`config.mk`:
```
export PLATFORM = sky130hd
export DESIGN_NAME = rem_ctrl
export DESIGN_NICKNAME = d
export VERILOG_FILES = /design/src/hw/rtl/rem_pkg.sv /design/src/hw/rtl/rem_ctrl.sv
export SDC_FILE = /design/constraint.sdc
export NUM_CORES = 1
export LEC_CHECK = 0
export BUFFER_PORTS_ARGS = -buffer_cell sky130_fd_sc_hd__buf_2
export CORE_MARGIN = 3
export CORE_UTILIZATION = 48
export DETAILED_ROUTE_END_ITERATION = 10
export PLACE_DENSITY = 0.71
export SYNTH_ARGS = -nofsm -noshare
export SYNTH_HDL_FRONTEND = slang
export SYNTH_SLANG_ARGS = --single-unit
```
`constraint.sdc`:
```
create_clock -name i_clk -period 3.15 [get_ports i_clk]
set_input_delay 0.4725 -clock i_clk [delete_from_list [all_inputs] [get_ports i_clk]]
set_output_delay 0.4725 -clock i_clk [all_outputs]
set_load 0.01 [all_outputs]
```
`src/hw/rtl/rem_pkg.sv`:
```
// Shared types, command codes and constants for the regression metrics block.
`timescale 1ns / 1ps
package rem_pkg;

    // Field widths of the result word, and the width of the predictor count (K_W).
    localparam int MAE_W  = 25;
    localparam int MSE_W  = 42;
    localparam int RMSE_W = 25;
    localparam int R2_W   = 24;
    localparam int K_W    = 8;

    // Operations of the shared serial engine.
    localparam logic [3:0] OP_MAE  = 4'd0;
    localparam logic [3:0] OP_MSE  = 4'd1;
    localparam logic [3:0] OP_SQRT = 4'd2;
    localparam logic [3:0] OP_MULA = 4'd3;
    localparam logic [3:0] OP_MULB = 4'd4;
    localparam logic [3:0] OP_MULC = 4'd5;
    localparam logic [3:0] OP_DIVQ = 4'd6;
    localparam logic [3:0] OP_MULT = 4'd7;
    localparam logic [3:0] OP_DIVT = 4'd8;

    // Result status codes.
    localparam logic [1:0] ST_OK     = 2'd0;
    localparam logic [1:0] ST_EMPTY  = 2'd1;
    localparam logic [1:0] ST_ZVAR   = 2'd2;
    localparam logic [1:0] ST_BADADJ = 2'd3;

    // Register addresses.
    localparam logic [2:0] ADDR_NUM_PRED = 3'd0;

    // Engine constants.
    localparam logic [63:0] CAP_MAE  = 64'h0000_0000_01FF_FFFF;
    localparam logic [63:0] CAP_MSE  = 64'h0000_03FF_FFFF_FFFF;
    localparam logic [63:0] CAP_Q    = 64'h0000_0001_0000_0000;
    localparam logic [63:0] SQRT_BIT = 64'h0001_0000_0000_0000;
    localparam logic [5:0]  SQRT_LAST = 6'd24;
    localparam logic [5:0]  STEP_LAST = 6'd63;

    // Commands from the controller to the datapath.
    typedef struct packed {
        logic       acc;
        logic       start;
        logic [3:0] op;
        logic       load;
        logic [1:0] status;
    } t_cmd;

    // Status from the datapath to the controller.
    typedef struct packed {
        logic done;
        logic n_zero;
        logic d_zero;
        logic den_bad;
        logic out_free;
    } t_stat;

endpackage

```
`src/hw/rtl/rem_ctrl.sv`:
```
// Controller that accepts pairs and sequences the end-of-batch computation.
`timescale 1ns / 1ps
module rem_ctrl (
    input  logic           i_clk,
    input  logic           i_rst_n,
    input  logic           i_valid,
    input  logic           i_last,
    output logic           o_ready,
    output rem_pkg::t_cmd  o_cmd,
    input  rem_pkg::t_stat i_stat
);
    import rem_pkg::*;

    localparam logic [3:0] S_IDLE  = 4'd0;
    localparam logic [3:0] S_START = 4'd1;
    localparam logic [3:0] S_MAE   = 4'd2;
    localparam logic [3:0] S_MSE   = 4'd3;
    localparam logic [3:0] S_SQRT  = 4'd4;
    localparam logic [3:0] S_MULA  = 4'd5;
    localparam logic [3:0] S_MULB  = 4'd6;
    localparam logic [3:0] S_CHKD  = 4'd7;
    localparam logic [3:0] S_MULC  = 4'd8;
    localparam logic [3:0] S_DIVQ  = 4'd9;
    localparam logic [3:0] S_MULT  = 4'd10;
    localparam logic [3:0] S_DIVT  = 4'd11;
    localparam logic [3:0] S_LOAD  = 4'd12;

    logic [3:0] r_state, n_state;
    logic       r_wait, n_wait;
    logic [1:0] r_st, n_st;
    logic       w_acc;

    assign o_ready = (r_state == S_IDLE);
    assign w_acc   = o_ready && i_valid;

    // Each engine state issues its operation once and moves on when it completes.
    always_comb begin
        n_state      = r_state;
        n_wait       = r_wait;
        n_st         = r_st;
        o_cmd.acc    = w_acc;
        o_cmd.start  = 1'b0;
        o_cmd.op     = OP_MAE;
        o_cmd.load   = 1'b0;
        o_cmd.status = r_st;
        case (r_state)
            S_IDLE: begin
                if (w_acc && i_last) begin
                    n_state = S_START;
                end
            end
            S_START: begin
                if (i_stat.n_zero) begin
                    n_st    = ST_EMPTY;
                    n_state = S_LOAD;
                end else begin
                    n_st    = ST_OK;
                    n_state = S_MAE;
                end
            end
            S_CHKD: begin
                if (i_stat.d_zero) begin
                    n_st    = ST_ZVAR;
                    n_state = S_LOAD;
                end else begin
                    n_state = S_MULC;
                end
            end
            S_LOAD: begin
                if (i_stat.out_free) begin
                    o_cmd.load = 1'b1;
                    n_state    = S_IDLE;
                end
            end
            default: begin
                case (r_state)
                    S_MAE:   o_cmd.op = OP_MAE;
                    S_MSE:   o_cmd.op = OP_MSE;
                    S_SQRT:  o_cmd.op = OP_SQRT;
                    S_MULA:  o_cmd.op = OP_MULA;
                    S_MULB:  o_cmd.op = OP_MULB;
                    S_MULC:  o_cmd.op = OP_MULC;
                    S_DIVQ:  o_cmd.op = OP_DIVQ;
                    S_MULT:  o_cmd.op = OP_MULT;
                    default: o_cmd.op = OP_DIVT;
                endcase
                o_cmd.start = !r_wait;
                n_wait      = 1'b1;
                if (r_wait && i_stat.done) begin
                    n_wait = 1'b0;
                    case (r_state)
                        S_MULB: n_state = S_CHKD;
                        S_DIVQ: begin
                            if (i_stat.den_bad) begin
                                n_st    = ST_BADADJ;
                                n_state = S_LOAD;
                            end else begin
                                n_state = S_MULT;
                            end
                        end
                        S_DIVT:  n_state = S_LOAD;
                        S_MAE, S_MSE, S_SQRT, S_MULA, S_MULC, S_MULT:
                            n_state = r_state + 4'd1;
                        default: n_state = S_IDLE;
                    endcase
                end
            end
        endcase
    end

    always_ff @(posedge i_clk) begin
        if (!i_rst_n) begin
            r_state <= S_IDLE;
            r_wait  <= 1'b0;
            r_st    <= ST_OK;
        end else begin
            r_state <= n_state;
            r_wait  <= n_wait;
            r_st    <= n_st;
        end
    end

endmodule

```
==> results.cfg <==
[logic_synthesis]
synth_top_cells_by_count = 20 x nor2_1, 11 x dfxtp_1, 10 x nand2_1
yosys_warnings = 0
synth_fp_nets = 137
syn_avg_cell_area_um2 = 8.118
yosysMostFrequentCell = nor2_1
synth_top_flop_cell = dfxtp_1
ys_async_sr_fraction_pct = 0
synth_edf_count = 0
syn_area_um2 = 998.5
synth_area_leader_cell = dfxtp_1
ys_seq_area_share_pct = 22.06
synthTopCellsByArea = dfxtp_1 22%, nor2_1 7.5%, ha_1 6.3%
ys_seq_elements = 11
yosys.area.top_type_share_pct = 22.06
synth_cell_types = 48
syn_inst = 123

[timing]
fin_crit_sh_pct = 82.74
fin_setup_tns_ns = 0
fmax_ghz = 0.3837
setup_violations = 0
worst_pin_slew_ns = 0.7647
whs_ns = 0.4708
fin_skew_ns = 0.001916
rsz0062_at_grt = false
slew_violations = 0
max_slew_margin_pct = 48.95
hold_viol_final = 0
min_period_ns = 2.606

[drt]
drtAntennaViolNets = 0
first_pass_iters = 4
vias_per_cell = 5.782
dr_wl_met3_um = 142
drt-met1-wl_um = 1078
dr_total_vias = 954
drc = 0
wl_met2_um = 1081
drtIter0Drc = 29
wl_per_cell_um = 14.35
routed_wl_um = 2368
highest_layer = met4

[worst_hold_path]
hp-class = flop to flop
hold_depth = 2

[floorplanning]
fp-row-count = 15
pin_count = 19
fp.dieArea_um2 = 2664
fp.dieH_um = 51.61
design.core.area_um2 = 1839
start_util_pct = 54.29
fp.dieW_um = 51.61

[outcome]
outcome = finished clean

[finish]
layout-drive-gt1-share_pct = 25.71
diodes = 0
syn_to_final_growth_pct = 11.28
nFillCells = 189
final_nets = 155

[setup_path]
start_kind = flop
arrival_ns = 2.78
reg2reg_depth = 10
critPathMaxFanout = 9
path_class = flop to flop
required_ns = 3.32
ff2ff_setup_slack_ns = 0.54
worstSetupEndpointType = flop

[pwr]
cellPowerDensity_nw_per_um2 = 992.2
ir_worst_vdd_mv = 0.4984
total_power_mw = 1.102
power_leakage_nw = 0.4728

[clock_network]
ctsLongestPathBuffers = 2
cts_resized = 0
cts_tree = done
cts.htree.levels = 1
cts_buffers = 3
postCtsHoldBufs = 0
cts.sinks = 11
worstSkewPairLatency_ns = 0.27
clk_pin_slew_ns = 0.07
cts_setup_buffers = 0
cts-root-buf = clkbuf_4

[global_route]
grt_max_degree = 20
grt_use_total_pct = 19.07
grt_pass1_wl_um = 3760
grt.overflow.total = 0
antenna_found_initial = 0
first_global_vias = 791

[place]
dp.final_hpwl_um = 1802
io_buffers = 18
gp_congestion = 0.8320

[run]
drv_cap = 0
cell usage in the layout (no fill, tap or decap), types with 2 or more instances in the layout:
cell       n
o221a_2    2
nand2_1   10
and2_1     5
dfxtp_1   11
o21ai_0    2
inv_1      8
o22ai_1    3
ha_1       5
nor3_1     3
a211oi_1   2
o21bai_1   2
nand3_1    2
nand2b_1   2
nor2_1    20
buf_4      2
a21oi_1    7
clkbuf_4   3
buf_2     18
mux2i_1    2
o21ai_1    2
final timing paths:
kind | start | end
worst min register to register | r_wait$_SDFFE_PN0N_ | r_wait$_SDFFE_PN0N_
worst max register to register | r_state[1]$_SDFFE_PN0N_ | flop
worst max-delay path | r_state[1]$_SDFFE_PN0N_ | flop
worst min-delay path | r_wait$_SDFFE_PN0N_ | r_wait$_SDFFE_PN0N_
critical path, stage by stage (launching register included):
cell and delay (ns):
dfxtp_1 0.36, inv_1 0.13, ha_1 0.39, o21ba_4 0.22, o221a_2 0.20, nand2_1 0.05
a221o_1 0.38, nor2_1 0.27, ha_1 0.26, inv_1 0.05, a22o_1 0.19
per-stage QoR:
| stage | std cells | area (um^2) | util [%] | setup slack [ns] |
|---|---|---|---|---|
| global placement | 161 | 1085 | 58.98 | 0.6439 |
| detailed placement | 161 | 1085 | 58.98 | 0.5759 |
| global route | 165 | 1111 | 60.41 | 0.3984 |
| floorplan | 123 | 998.5 | - | 0.8444 |
| CTS | 165 | 1111 | 60.41 | 0.5688 |
| finish | 165 | 1111 | 60.41 | 0.5436 |
cell families (layout without fill, tap and decap cells):
| group | Yosys count | count (layout) | share of synthesized area, % |
|---|---|---|---|
| AOI/OAI and AO/OA | 36 | 36 | 31.96 |
| DFF | 11 | 11 | 22.06 |
| muxes | 3 | 3 | 3.383 |
| buffers and inverters | 15 | 32 | 8.020 |
| and+or+nand+nor | 52 | 52 | 27.44 |
| xor gates and xnor gates | 1 | 1 | 0.8774 |
| adders and majority gates | 5 | 5 | 6.266 |
per-layer routing:
metal  track usage [%]  up-vias
met5                 0        -
met2             29.66       37
met3             4.298        7
li1                  -      481
met4             9.170        0
met1             24.74      429
report_power, final:
part,total [mW],internal [mW],switching (mW)
clock,0.0954,0.0491,0.0463
sequential,0.237,0.184,0.0529
combinational,0.770,0.345,0.425
total,1.10,0.578,0.525
final cells by class:
class	instances	area, um^2	share of cell area, %
tap	25	31.28	2.815
multi-input combinational	97	698.2	62.84
clock buffer	4	26.28	2.365
sequential	11	220.2	19.82
inverter	8	30.03	2.703
timing repair buffer	20	105.1	9.459
Power figures use the tool's default switching activity.
