[src/hw/rtl/rem_pkg.sv]
// Shared types, command codes and constants for the regression metrics block.
`timescale 1ns / 1ps
package rem_pkg;

    // Field widths of the result word, and the width of the predictor count (K_W).
    localparam int MAE_W  = 25;
    localparam int MSE_W  = 42;
    localparam int RMSE_W = 25;
    localparam int R2_W   = 24;
    localparam int K_W    = 8;

    // Operations of the shared serial engine.
    localparam logic [3:0] OP_MAE  = 4'd0;
    localparam logic [3:0] OP_MSE  = 4'd1;
    localparam logic [3:0] OP_SQRT = 4'd2;
    localparam logic [3:0] OP_MULA = 4'd3;
    localparam logic [3:0] OP_MULB = 4'd4;
    localparam logic [3:0] OP_MULC = 4'd5;
    localparam logic [3:0] OP_DIVQ = 4'd6;
    localparam logic [3:0] OP_MULT = 4'd7;
    localparam logic [3:0] OP_DIVT = 4'd8;

    // Result status codes.
    localparam logic [1:0] ST_OK     = 2'd0;
    localparam logic [1:0] ST_EMPTY  = 2'd1;
    localparam logic [1:0] ST_ZVAR   = 2'd2;
    localparam logic [1:0] ST_BADADJ = 2'd3;

    // Register addresses.
    localparam logic [2:0] ADDR_NUM_PRED = 3'd0;

    // Engine constants.
    localparam logic [63:0] CAP_MAE  = 64'h0000_0000_01FF_FFFF;
    localparam logic [63:0] CAP_MSE  = 64'h0000_03FF_FFFF_FFFF;
    localparam logic [63:0] CAP_Q    = 64'h0000_0001_0000_0000;
    localparam logic [63:0] SQRT_BIT = 64'h0001_0000_0000_0000;
    localparam logic [5:0]  SQRT_LAST = 6'd24;
    localparam logic [5:0]  STEP_LAST = 6'd63;

    // Commands from the controller to the datapath.
    typedef struct packed {
        logic       acc;
        logic       start;
        logic [3:0] op;
        logic       load;
        logic [1:0] status;
    } t_cmd;

    // Status from the datapath to the controller.
    typedef struct packed {
        logic done;
        logic n_zero;
        logic d_zero;
        logic den_bad;
        logic out_free;
    } t_stat;

endpackage

[src/hw/rtl/rem_datapath.sv]
// Accumulators, shared serial multiply/divide/root engine and result register.
`timescale 1ns / 1ps
module rem_datapath #(
    parameter int MAX_SAMPLES = 65536,
    parameter int SAMPLE_BITS = 16
) (
    input  logic                   i_clk,
    input  logic                   i_rst_n,
    input  rem_pkg::t_cmd          i_cmd,
    output rem_pkg::t_stat         o_stat,
    input  logic signed [15:0]     i_actual,
    input  logic signed [15:0]     i_predicted,
    input  logic [rem_pkg::K_W-1:0] i_num_pred,
    input  logic                   i_out_ready,
    output logic                   o_out_valid,
    output logic [24:0]            o_mae,
    output logic [41:0]            o_mse,
    output logic [24:0]            o_rmse,
    output logic signed [23:0]     o_r_squared,
    output logic signed [23:0]     o_adj_r2,
    output logic [1:0]             o_status
);
    import rem_pkg::*;

    localparam int SB   = SAMPLE_BITS;
    localparam int CW   = $clog2(MAX_SAMPLES + 1);
    localparam int XW   = (SB > 16) ? SB : 16;
    localparam int SAEW = ((SB + 1 + CW) > 64) ? 64 : (SB + 1 + CW);
    localparam int SSEW = ((2 * SB + 2 + CW) > 64) ? 64 : (2 * SB + 2 + CW);
    localparam int SAW  = ((SB + CW) > 64) ? 64 : (SB + CW);
    localparam int SAQW = ((2 * SB + CW) > 64) ? 64 : (2 * SB + CW);
    localparam int DW   = ((CW > K_W) ? CW : K_W) + 1;
    localparam logic [CW-1:0] MAXC = CW'(MAX_SAMPLES);

    localparam logic [1:0] M_MUL  = 2'd0;
    localparam logic [1:0] M_DIV  = 2'd1;
    localparam logic [1:0] M_SQRT = 2'd2;

    // Accumulators.
    logic [CW-1:0]          r_cnt;
    logic [SAEW-1:0]        r_sae;
    logic [SSEW-1:0]        r_sse;
    logic signed [SAW-1:0]  r_sa;
    logic [SAQW-1:0]        r_saq;

    // Sample decode: low SAMPLE_BITS bits of each field as two's complement.
    logic [XW-1:0]          w_xa, w_xp;
    logic signed [SB-1:0]   w_a, w_p;
    logic signed [SB:0]     w_e;
    logic [SB:0]            w_ae;
    logic signed [2*SB-1:0] w_asq;
    logic [2*SB+1:0]        w_aesq;

    assign w_xa   = XW'($unsigned(i_actual));
    assign w_xp   = XW'($unsigned(i_predicted));
    assign w_a    = w_xa[SB-1:0];
    assign w_p    = w_xp[SB-1:0];
    assign w_e    = {w_a[SB-1], w_a} - {w_p[SB-1], w_p};
    assign w_ae   = w_e[SB] ? $unsigned(-w_e) : $unsigned(w_e);
    assign w_asq  = w_a * w_a;
    assign w_aesq = w_ae * w_ae;

    // Accumulate while the count is below its limit; clear when a result loads.
    always_ff @(posedge i_clk) begin
        if (!i_rst_n || i_cmd.load) begin
            r_cnt <= '0;
            r_sae <= '0;
            r_sse <= '0;
            r_sa  <= '0;
            r_saq <= '0;
        end else if (i_cmd.acc && (r_cnt < MAXC)) begin
            r_cnt <= r_cnt + CW'(1);
            r_sae <= r_sae + SAEW'(w_ae);
            r_sse <= r_sse + SSEW'(w_aesq);
            r_sa  <= r_sa + SAW'(w_a);
            r_saq <= r_saq + SAQW'($unsigned(w_asq));
        end
    end

    // Adjustment denominator n - k - 1.
    logic [DW-1:0] w_den;
    logic          w_den_bad;
    assign w_den     = DW'(r_cnt) - DW'(i_num_pred) - DW'(1);
    assign w_den_bad = DW'(r_cnt) <= (DW'(i_num_pred) + DW'(1));

    // Serial engine registers, shared between multiply, divide and root.
    logic [63:0] r_a, r_b, r_ph, r_pl, r_cap;
    logic [63:0] n_a, n_b, n_ph, n_pl, n_cap;
    logic [5:0]  r_step, n_step;
    logic [1:0]  r_mode, n_mode;
    logic [3:0]  r_op, n_op;
    logic        r_run, n_run, r_skip, n_skip, r_done, n_done;
    logic [63:0] r_d, n_d;
    logic [24:0] r_mae, n_mae, r_rmse, n_rmse;
    logic [41:0] r_mse, n_mse;
    logic [32:0] r_qv, n_qv, r_t, n_t;

    // Step helpers.
    logic [64:0] w_msum;
    logic        w_carry, w_sub;
    logic [63:0] w_rem2, w_qn, w_qc, w_ssum;

    assign w_msum  = {1'b0, r_ph} + (r_b[0] ? {1'b0, r_a} : 65'd0);
    assign w_carry = r_ph[63];
    assign w_rem2  = {r_ph[62:0], r_pl[63]};
    assign w_sub   = w_carry || (w_rem2 >= r_a);
    assign w_qn    = r_skip ? r_cap : {r_b[62:0], w_sub};
    assign w_qc    = (w_qn > r_cap) ? r_cap : w_qn;
    assign w_ssum  = r_pl + r_a;

    always_comb begin
        logic [63:0] v_hi, v_lo, v_d, v_cap;
        logic        v_div;
        n_a    = r_a;
        n_b    = r_b;
        n_ph   = r_ph;
        n_pl   = r_pl;
        n_cap  = r_cap;
        n_step = r_step;
        n_mode = r_mode;
        n_op   = r_op;
        n_run  = r_run;
        n_skip = r_skip;
        n_done = 1'b0;
        n_d    = r_d;
        n_mae  = r_mae;
        n_mse  = r_mse;
        n_rmse = r_rmse;
        n_qv   = r_qv;
        n_t    = r_t;
        v_hi   = '0;
        v_lo   = '0;
        v_d    = '0;
        v_cap  = '0;
        v_div  = 1'b0;

        if (i_cmd.start) begin
            n_op   = i_cmd.op;
            n_run  = 1'b1;
            n_step = '0;
            n_ph   = '0;
            n_pl   = '0;
            n_b    = '0;
            n_mode = M_MUL;
            case (i_cmd.op)
                OP_MAE: begin
                    v_div = 1'b1;
                    v_hi  = 64'(r_sae) >> 56;
                    v_lo  = 64'(r_sae) << 8;
                    v_d   = 64'(r_cnt);
                    v_cap = CAP_MAE;
                end
                OP_MSE: begin
                    v_div = 1'b1;
                    v_hi  = 64'(r_sse) >> 56;
                    v_lo  = 64'(r_sse) << 8;
                    v_d   = 64'(r_cnt);
                    v_cap = CAP_MSE;
                end
                OP_SQRT: begin
                    n_mode = M_SQRT;
                    n_ph   = {14'd0, r_mse, 8'd0};
                    n_a    = SQRT_BIT;
                end
                OP_MULA: begin
                    n_a = 64'(r_cnt);
                    n_b = 64'(r_saq);
                end
                OP_MULB: begin
                    n_a = 64'(r_sa);
                    n_b = 64'(r_sa);
                end
                OP_MULC: begin
                    n_a = 64'(r_cnt);
                    n_b = 64'(r_sse);
                end
                OP_DIVQ: begin
                    v_div = 1'b1;
                    v_hi  = r_ph;
                    v_lo  = r_pl;
                    v_d   = r_d;
                    v_cap = CAP_Q;
                end
                OP_MULT: begin
                    n_a = 64'(r_qv);
                    n_b = 64'(r_cnt) - 64'd1;
                end
                OP_DIVT: begin
                    v_div = 1'b1;
                    v_hi  = '0;
                    v_lo  = r_pl;
                    v_d   = 64'(w_den);
                    v_cap = CAP_Q;
                end
                default: begin
                    n_run = 1'b0;
                end
            endcase
            if (v_div) begin
                n_mode = M_DIV;
                n_ph   = v_hi;
                n_pl   = v_lo;
                n_a    = v_d;
                n_cap  = v_cap;
                n_skip = (v_d == 64'd0) || (v_hi >= v_d);
            end
        end else if (r_run) begin
            n_step = r_step + 6'd1;
            case (r_mode)
                M_MUL: begin
                    n_ph = w_msum[64:1];
                    n_pl = {w_msum[0], r_pl[63:1]};
                    n_b  = r_b >> 1;
                    if (r_step == STEP_LAST) begin
                        n_run  = 1'b0;
                        n_done = 1'b1;
                        case (r_op)
                            OP_MULA: n_d = n_pl;
                            OP_MULB: n_d = r_d - n_pl;
                            OP_MULC: begin
                                n_ph = {n_ph[47:0], n_pl[63:48]};
                                n_pl = {n_pl[47:0], 16'd0};
                            end
                            default: ;
                        endcase
                    end
                end
                M_DIV: begin
                    n_pl = {r_pl[62:0], 1'b0};
                    n_ph = w_sub ? (w_rem2 - r_a) : w_rem2;
                    n_b  = {r_b[62:0], w_sub};
                    if (r_skip || (r_step == STEP_LAST)) begin
                        n_run  = 1'b0;
                        n_done = 1'b1;
                        n_skip = 1'b0;
                        case (r_op)
                            OP_MAE:  n_mae = w_qc[24:0];
                            OP_MSE:  n_mse = w_qc[41:0];
                            OP_DIVQ: n_qv  = w_qc[32:0];
                            OP_DIVT: n_t   = w_qc[32:0];
                            default: ;
                        endcase
                    end
                end
                default: begin
                    // One result bit per step of the digit-by-digit root.
                    if (r_ph >= w_ssum) begin
                        n_ph = r_ph - w_ssum;
                        n_pl = (r_pl >> 1) + r_a;
                    end else begin
                        n_pl = r_pl >> 1;
                    end
                    n_a = r_a >> 2;
                    if (r_step == SQRT_LAST) begin
                        n_run  = 1'b0;
                        n_done = 1'b1;
                        n_rmse = n_pl[24:0];
                    end
                end
            endcase
        end
    end

    always_ff @(posedge i_clk) begin
        if (!i_rst_n) begin
            r_run  <= 1'b0;
            r_done <= 1'b0;
            r_skip <= 1'b0;
        end else begin
            r_run  <= n_run;
            r_done <= n_done;
            r_skip <= n_skip;
        end
    end

    always_ff @(posedge i_clk) begin
        r_a    <= n_a;
        r_b    <= n_b;
        r_ph   <= n_ph;
        r_pl   <= n_pl;
        r_cap  <= n_cap;
        r_step <= n_step;
        r_mode <= n_mode;
        r_op   <= n_op;
        r_d    <= n_d;
        r_mae  <= n_mae;
        r_mse  <= n_mse;
        r_rmse <= n_rmse;
        r_qv   <= n_qv;
        r_t    <= n_t;
    end

    // Q16 one minus the ratio, saturated to the signed 24-bit range.
    function automatic logic signed [23:0] sat_q16(input logic [32:0] q);
        logic signed [34:0] v;
        v = 35'sd65536 - $signed({2'b00, q});
        if (v > 35'sd8388607) begin
            return 24'sh7FFFFF;
        end else if (v < -35'sd8388608) begin
            return 24'sh800000;
        end
        return v[23:0];
    endfunction

    // Result register; holds the word until the sink takes it.
    logic r_ovalid;
    always_ff @(posedge i_clk) begin
        if (!i_rst_n) begin
            r_ovalid <= 1'b0;
        end else if (i_cmd.load) begin
            r_ovalid <= 1'b1;
        end else if (i_out_ready) begin
            r_ovalid <= 1'b0;
        end
    end

    always_ff @(posedge i_clk) begin
        if (i_cmd.load) begin
            o_status <= i_cmd.status;
            if (i_cmd.status == ST_EMPTY) begin
                o_mae  <= '0;
                o_mse  <= '0;
                o_rmse <= '0;
            end else begin
                o_mae  <= r_mae;
                o_mse  <= r_mse;
                o_rmse <= r_rmse;
            end
            if ((i_cmd.status == ST_OK) || (i_cmd.status == ST_BADADJ)) begin
                o_r_squared <= sat_q16(r_qv);
            end else begin
                o_r_squared <= '0;
            end
            if (i_cmd.status == ST_OK) begin
                o_adj_r2 <= sat_q16(r_t);
            end else begin
                o_adj_r2 <= '0;
            end
        end
    end

    assign o_out_valid     = r_ovalid;
    assign o_stat.done     = r_done;
    assign o_stat.n_zero   = (r_cnt == '0);
    assign o_stat.d_zero   = (r_d == 64'd0);
    assign o_stat.den_bad  = w_den_bad;
    assign o_stat.out_free = !r_ovalid || i_out_ready;

endmodule

[config.mk]
export PLATFORM = sky130hd
export DESIGN_NAME = rem_datapath
export DESIGN_NICKNAME = d
export VERILOG_FILES = /design/src/hw/rtl/rem_pkg.sv /design/src/hw/rtl/rem_datapath.sv
export SDC_FILE = /design/constraint.sdc
export NUM_CORES = 2
export LEC_CHECK = 0
export ABC_AREA = 1
export CAP_MARGIN = 20
export CORE_MARGIN = 3
export CORE_UTILIZATION = 41
export CTS_CLUSTER_DIAMETER = 200
export DETAILED_ROUTE_END_ITERATION = 6
export DONT_BUFFER_PORTS = 1
export SLEW_MARGIN = 40
export SYNTH_ARGS = -nofsm -noshare
export SYNTH_HDL_FRONTEND = slang
export SYNTH_SLANG_ARGS = --single-unit
[constraint.sdc]
create_clock -name i_clk -period 7.4 [get_ports i_clk]
set_input_delay 0 -clock i_clk [delete_from_list [all_inputs] [get_ports i_clk]]
set_output_delay 0 -clock i_clk [all_outputs]
set_load 0.02 [all_outputs]
==> impl_metrics.csv <==
group,metric,value,unit
outcome,status,"finished with violations",
outcome,violations,"design-rule violations",
floorplan,start_util,41.4,%
clock_tree,clk_pin_slew_worst_paths,70,ps
floorplan,die_area,250000,µm²
clock_tree,cts_tree,"yes",
synth,syn_area,100000,µm²
worst_hold_path,hold_class,"input port to flip-flop",
clock_tree,clockBufferDepth,3,
sta,period_needed,7030,ps
synth,yosysSeqAreaShare,22.8,%
synth,syn_area_per_cell,6.73,µm²
sta,finalSetupTns,0,ps
run,maxCapViolations,0,
grt,grt_pass1_vias,96900,
synth,netlist_instances,14900,
drt,wl_per_cell,26.7,µm
grt,grt_pass1_wl,692,mm
worst_hold_path,holdPathStages,6,
sta,hold_violations,0,
worst_setup_path,cp_data_required_time,8010,ps
sta,finalSetupViolations,0,
grt,grt_max_degree,187,
cells_and_area,num-nets-final,16400,
synth,ys.flop_type,"edfxtp_1",
place,hpwlAfterDp,410,mm
cells_and_area,final_common_cell,"nand2_1",
worst_hold_path,hold_path_startpoint,"i_actual[15]",
drt,first_pass_iters,7,
worst_setup_path,reg2reg_depth,23,
clock_tree,cts_buffers,99,
drt,vias,104000,
worst_setup_path,crit_type,"flip-flop to flip-flop",
worst_hold_path,holdPathEnd,"r_sa[32]",
cells_and_area,areaGrowthSynthToFinish,9.81,%
clock_tree,htree_num_levels,3,
worst_setup_path,reg2reg_from,"r_pl[4]",
sta,rsz0062_at_grt,"false",
drt,viasPerCell,5.68,
grt,grt_remaining_overflow,0,
place,port_buffers,0,
sta,max_freq,0.142,GHz
worst_setup_path,critPathArrivalTime,7640,ps
drt,drc,14,
sta,fin_crit_sh,95.0,%
clock_tree,clock-sinks,823,
worst_setup_path,cpMaxStageDelayCell,"a21boi_0",
worst_setup_path,slowest_delay,700,ps
sta,slew_viol_final,0,
cells_and_area,drive_above_1_share,4.93,%
worst_setup_path,r2r-end,"r_pl[47]",
cells_and_area,instances_no_fill,18400,
floorplan,core_area,242000,µm²
drt,routed_wl,491,mm
cells_and_area,final_cell_mix,"3228 x nand2_1, 2894 x inv_1, 1602 x nor2_1",
synth,synth_edf_count,629,
floorplan,ios,200,
worst_setup_path,worst_setup_path_start_kind,"flip-flop",
worst_setup_path,worstPathCellList,"ha_1 > a21o_1 > a21oi_1 > o21ai_0 > a21boi_0 > inv_1 > a21oi_1 > o21ai_0 > xor2_1 > ha_1 > nand2_1 > nor2_1 > nand2_1 > inv_1 > nand2_1 > nor3_1 > nand3_1 > nand3_4 > buf_12 > nand2_2 > nand2_1 > o21ai_0 > a21boi_0",
drt,ant_nets,0,
synth,synthDistinctLibCells,75,
drt,dr.first_iter.drc_count,12400,
floorplan,die_w,500,µm
floorplan,std_cell_rows,180,
grt,antenna_found_initial,28,
clock_tree,clkLatencyLatePin,810,ps
worst_setup_path,endpoint_kind,"flip-flop",
place,gp_congestion,1.09,
synth,yosysTopAreaCell,"edfxtp_1",
synth,synth.area.top_cells,"edfxtp_1 19%, nand2_1 12%, inv_1 11%",
worst_setup_path,cp_common_cell,"nand2_1",
worst_setup_path,timing.reg2reg.setup_slack,370,ps
sta,worst_pin_slew,990,ps
worst_setup_path,critPathMaxFanout,28,
sta,slew_headroom,33.3,%
floorplan,fp.dieH,500,µm
sta,skew,81.2,ps
synth,synth_top_area_share,18.9,%
synth,synth_seq_cells,823,
grt,grt_usage,38.0,%
synth,async_flop_share,0,%
clock_tree,ctsRootBufferMaster,"clkbuf_16",
synth,yosysWarnings,0,
place,post-place-cells,18100,
[metrics by stage]
stage / area (µm²) / hold WS, ps / utilization (%) / setup slack [ps]
floorplan: 100000 / 98.9 / - / 132
global placement: 106000 / 99.0 / 43.8 / -7.67
detailed placement: 106000 / 99.0 / 43.8 / -72.4
CTS: 110000 / 10.4 / 45.4 / 236
global route: 110000 / 41.7 / 45.5 / 159
finish: 110000 / 6.13 / 45.5 / 371
[metal layers]
| metal | track usage (%) | part of all wire [%] |
|---|---|---|
| met4 | 28.5 | 9.1 |
| met5 | 0 | 0.012 |
| met2 | 57.3 | 42 |
| met3 | 7.20 | 9.1 |
| met1 | 48.3 | 39 |
[how the worst max path moves through the flow]
stage           startpoint   endpoint  slack (ps)  cells after the start
6_report           r_pl[4]   r_pl[47]         370                     23
5_1_grt        i_actual[1]  r_sse[45]         160                     40
4_1_cts        i_actual[1]  r_sse[20]         240                     39
3_5_place_dp   i_actual[0]  r_sse[41]         -70                     42
3_3_place_gp   i_actual[0]  r_sse[41]          -8                     40
2_1_floorplan  i_actual[0]  r_sse[41]         130                     43
[state kept, by name, indices dropped and copies added, names as in the netlist, 4 cells and up]
register,count
r_saq,49
o_r_squared,24
o_adj_r2,24
r_a,64
r_sse,51
r_pl,64
r_b,64
r_rmse,25
o_mae,25
r_mae,25
r_step,6
r_sae,34
r_d,64
r_sa,33
r_t,33
r_op,4
o_rmse,25
r_ph,64
r_mse,42
o_mse,42
r_cnt,17
r_qv,33
[cells by family (layout without fill, tap and decap cells)]
group                      Yosys count  in the layout  share of synthesized area (%)
AOI/OAI and AO/OA                 2835           2835                           16.0
xor gates and xnor gates           358            358                           3.16
adders and majority gates         1281           1281                           19.5
buffers and inverters             3289           3545                           12.5
DFF                                823            823                           22.8
other                                2             42                        0.00750
and+or+nand+nor                   6281           6281                           26.0
[Yosys cell counts (194+ instances only)]
| library cell | n |
|---|---|
| a21oi_1 | 1076 |
| clkbuf_1 | 266 |
| dfxtp_1 | 194 |
| edfxtp_1 | 629 |
| fa_1 | 470 |
| ha_1 | 811 |
| inv_1 | 2899 |
| nand2_1 | 3234 |
| nand3_1 | 862 |
| nor2_1 | 1623 |
| o21ai_0 | 1017 |
| xor2_1 | 206 |
[cell type report]
class                   count  area, µm²
flip-flops and latches    823      22800
clock inverters            61        733
clock buffers             121       2610
well taps                3185       3990
repair buffers            437       3610
multi-input cells       10800      65100
inverters                2926      11000
diodes                     31       77.6
fillers                 25700     132000
[worst max-delay path: cells and delay by family (launching register included)]
family	cells	cell delay [ps]
AOI/OAI and AO/OA	8	2520
and+or+nand+nor	9	2090
adders and majority gates	2	880
DFF	1	570
buffers and inverters	3	520
xor gates and xnor gates	1	180
[timing repair]
item / 4_1_cts / 5_1_grt
hold endpoints to repair: 497 / 14
setup endpoints to repair: 0 / 41
gates resized for setup: 0 / 42
hold buffers: 44 / 1
buffers inserted: 0 / 0
Power is left out: the tool's default activity adds up to more than one toggle a clock period on the data nets, which glitch-free logic cannot reach.
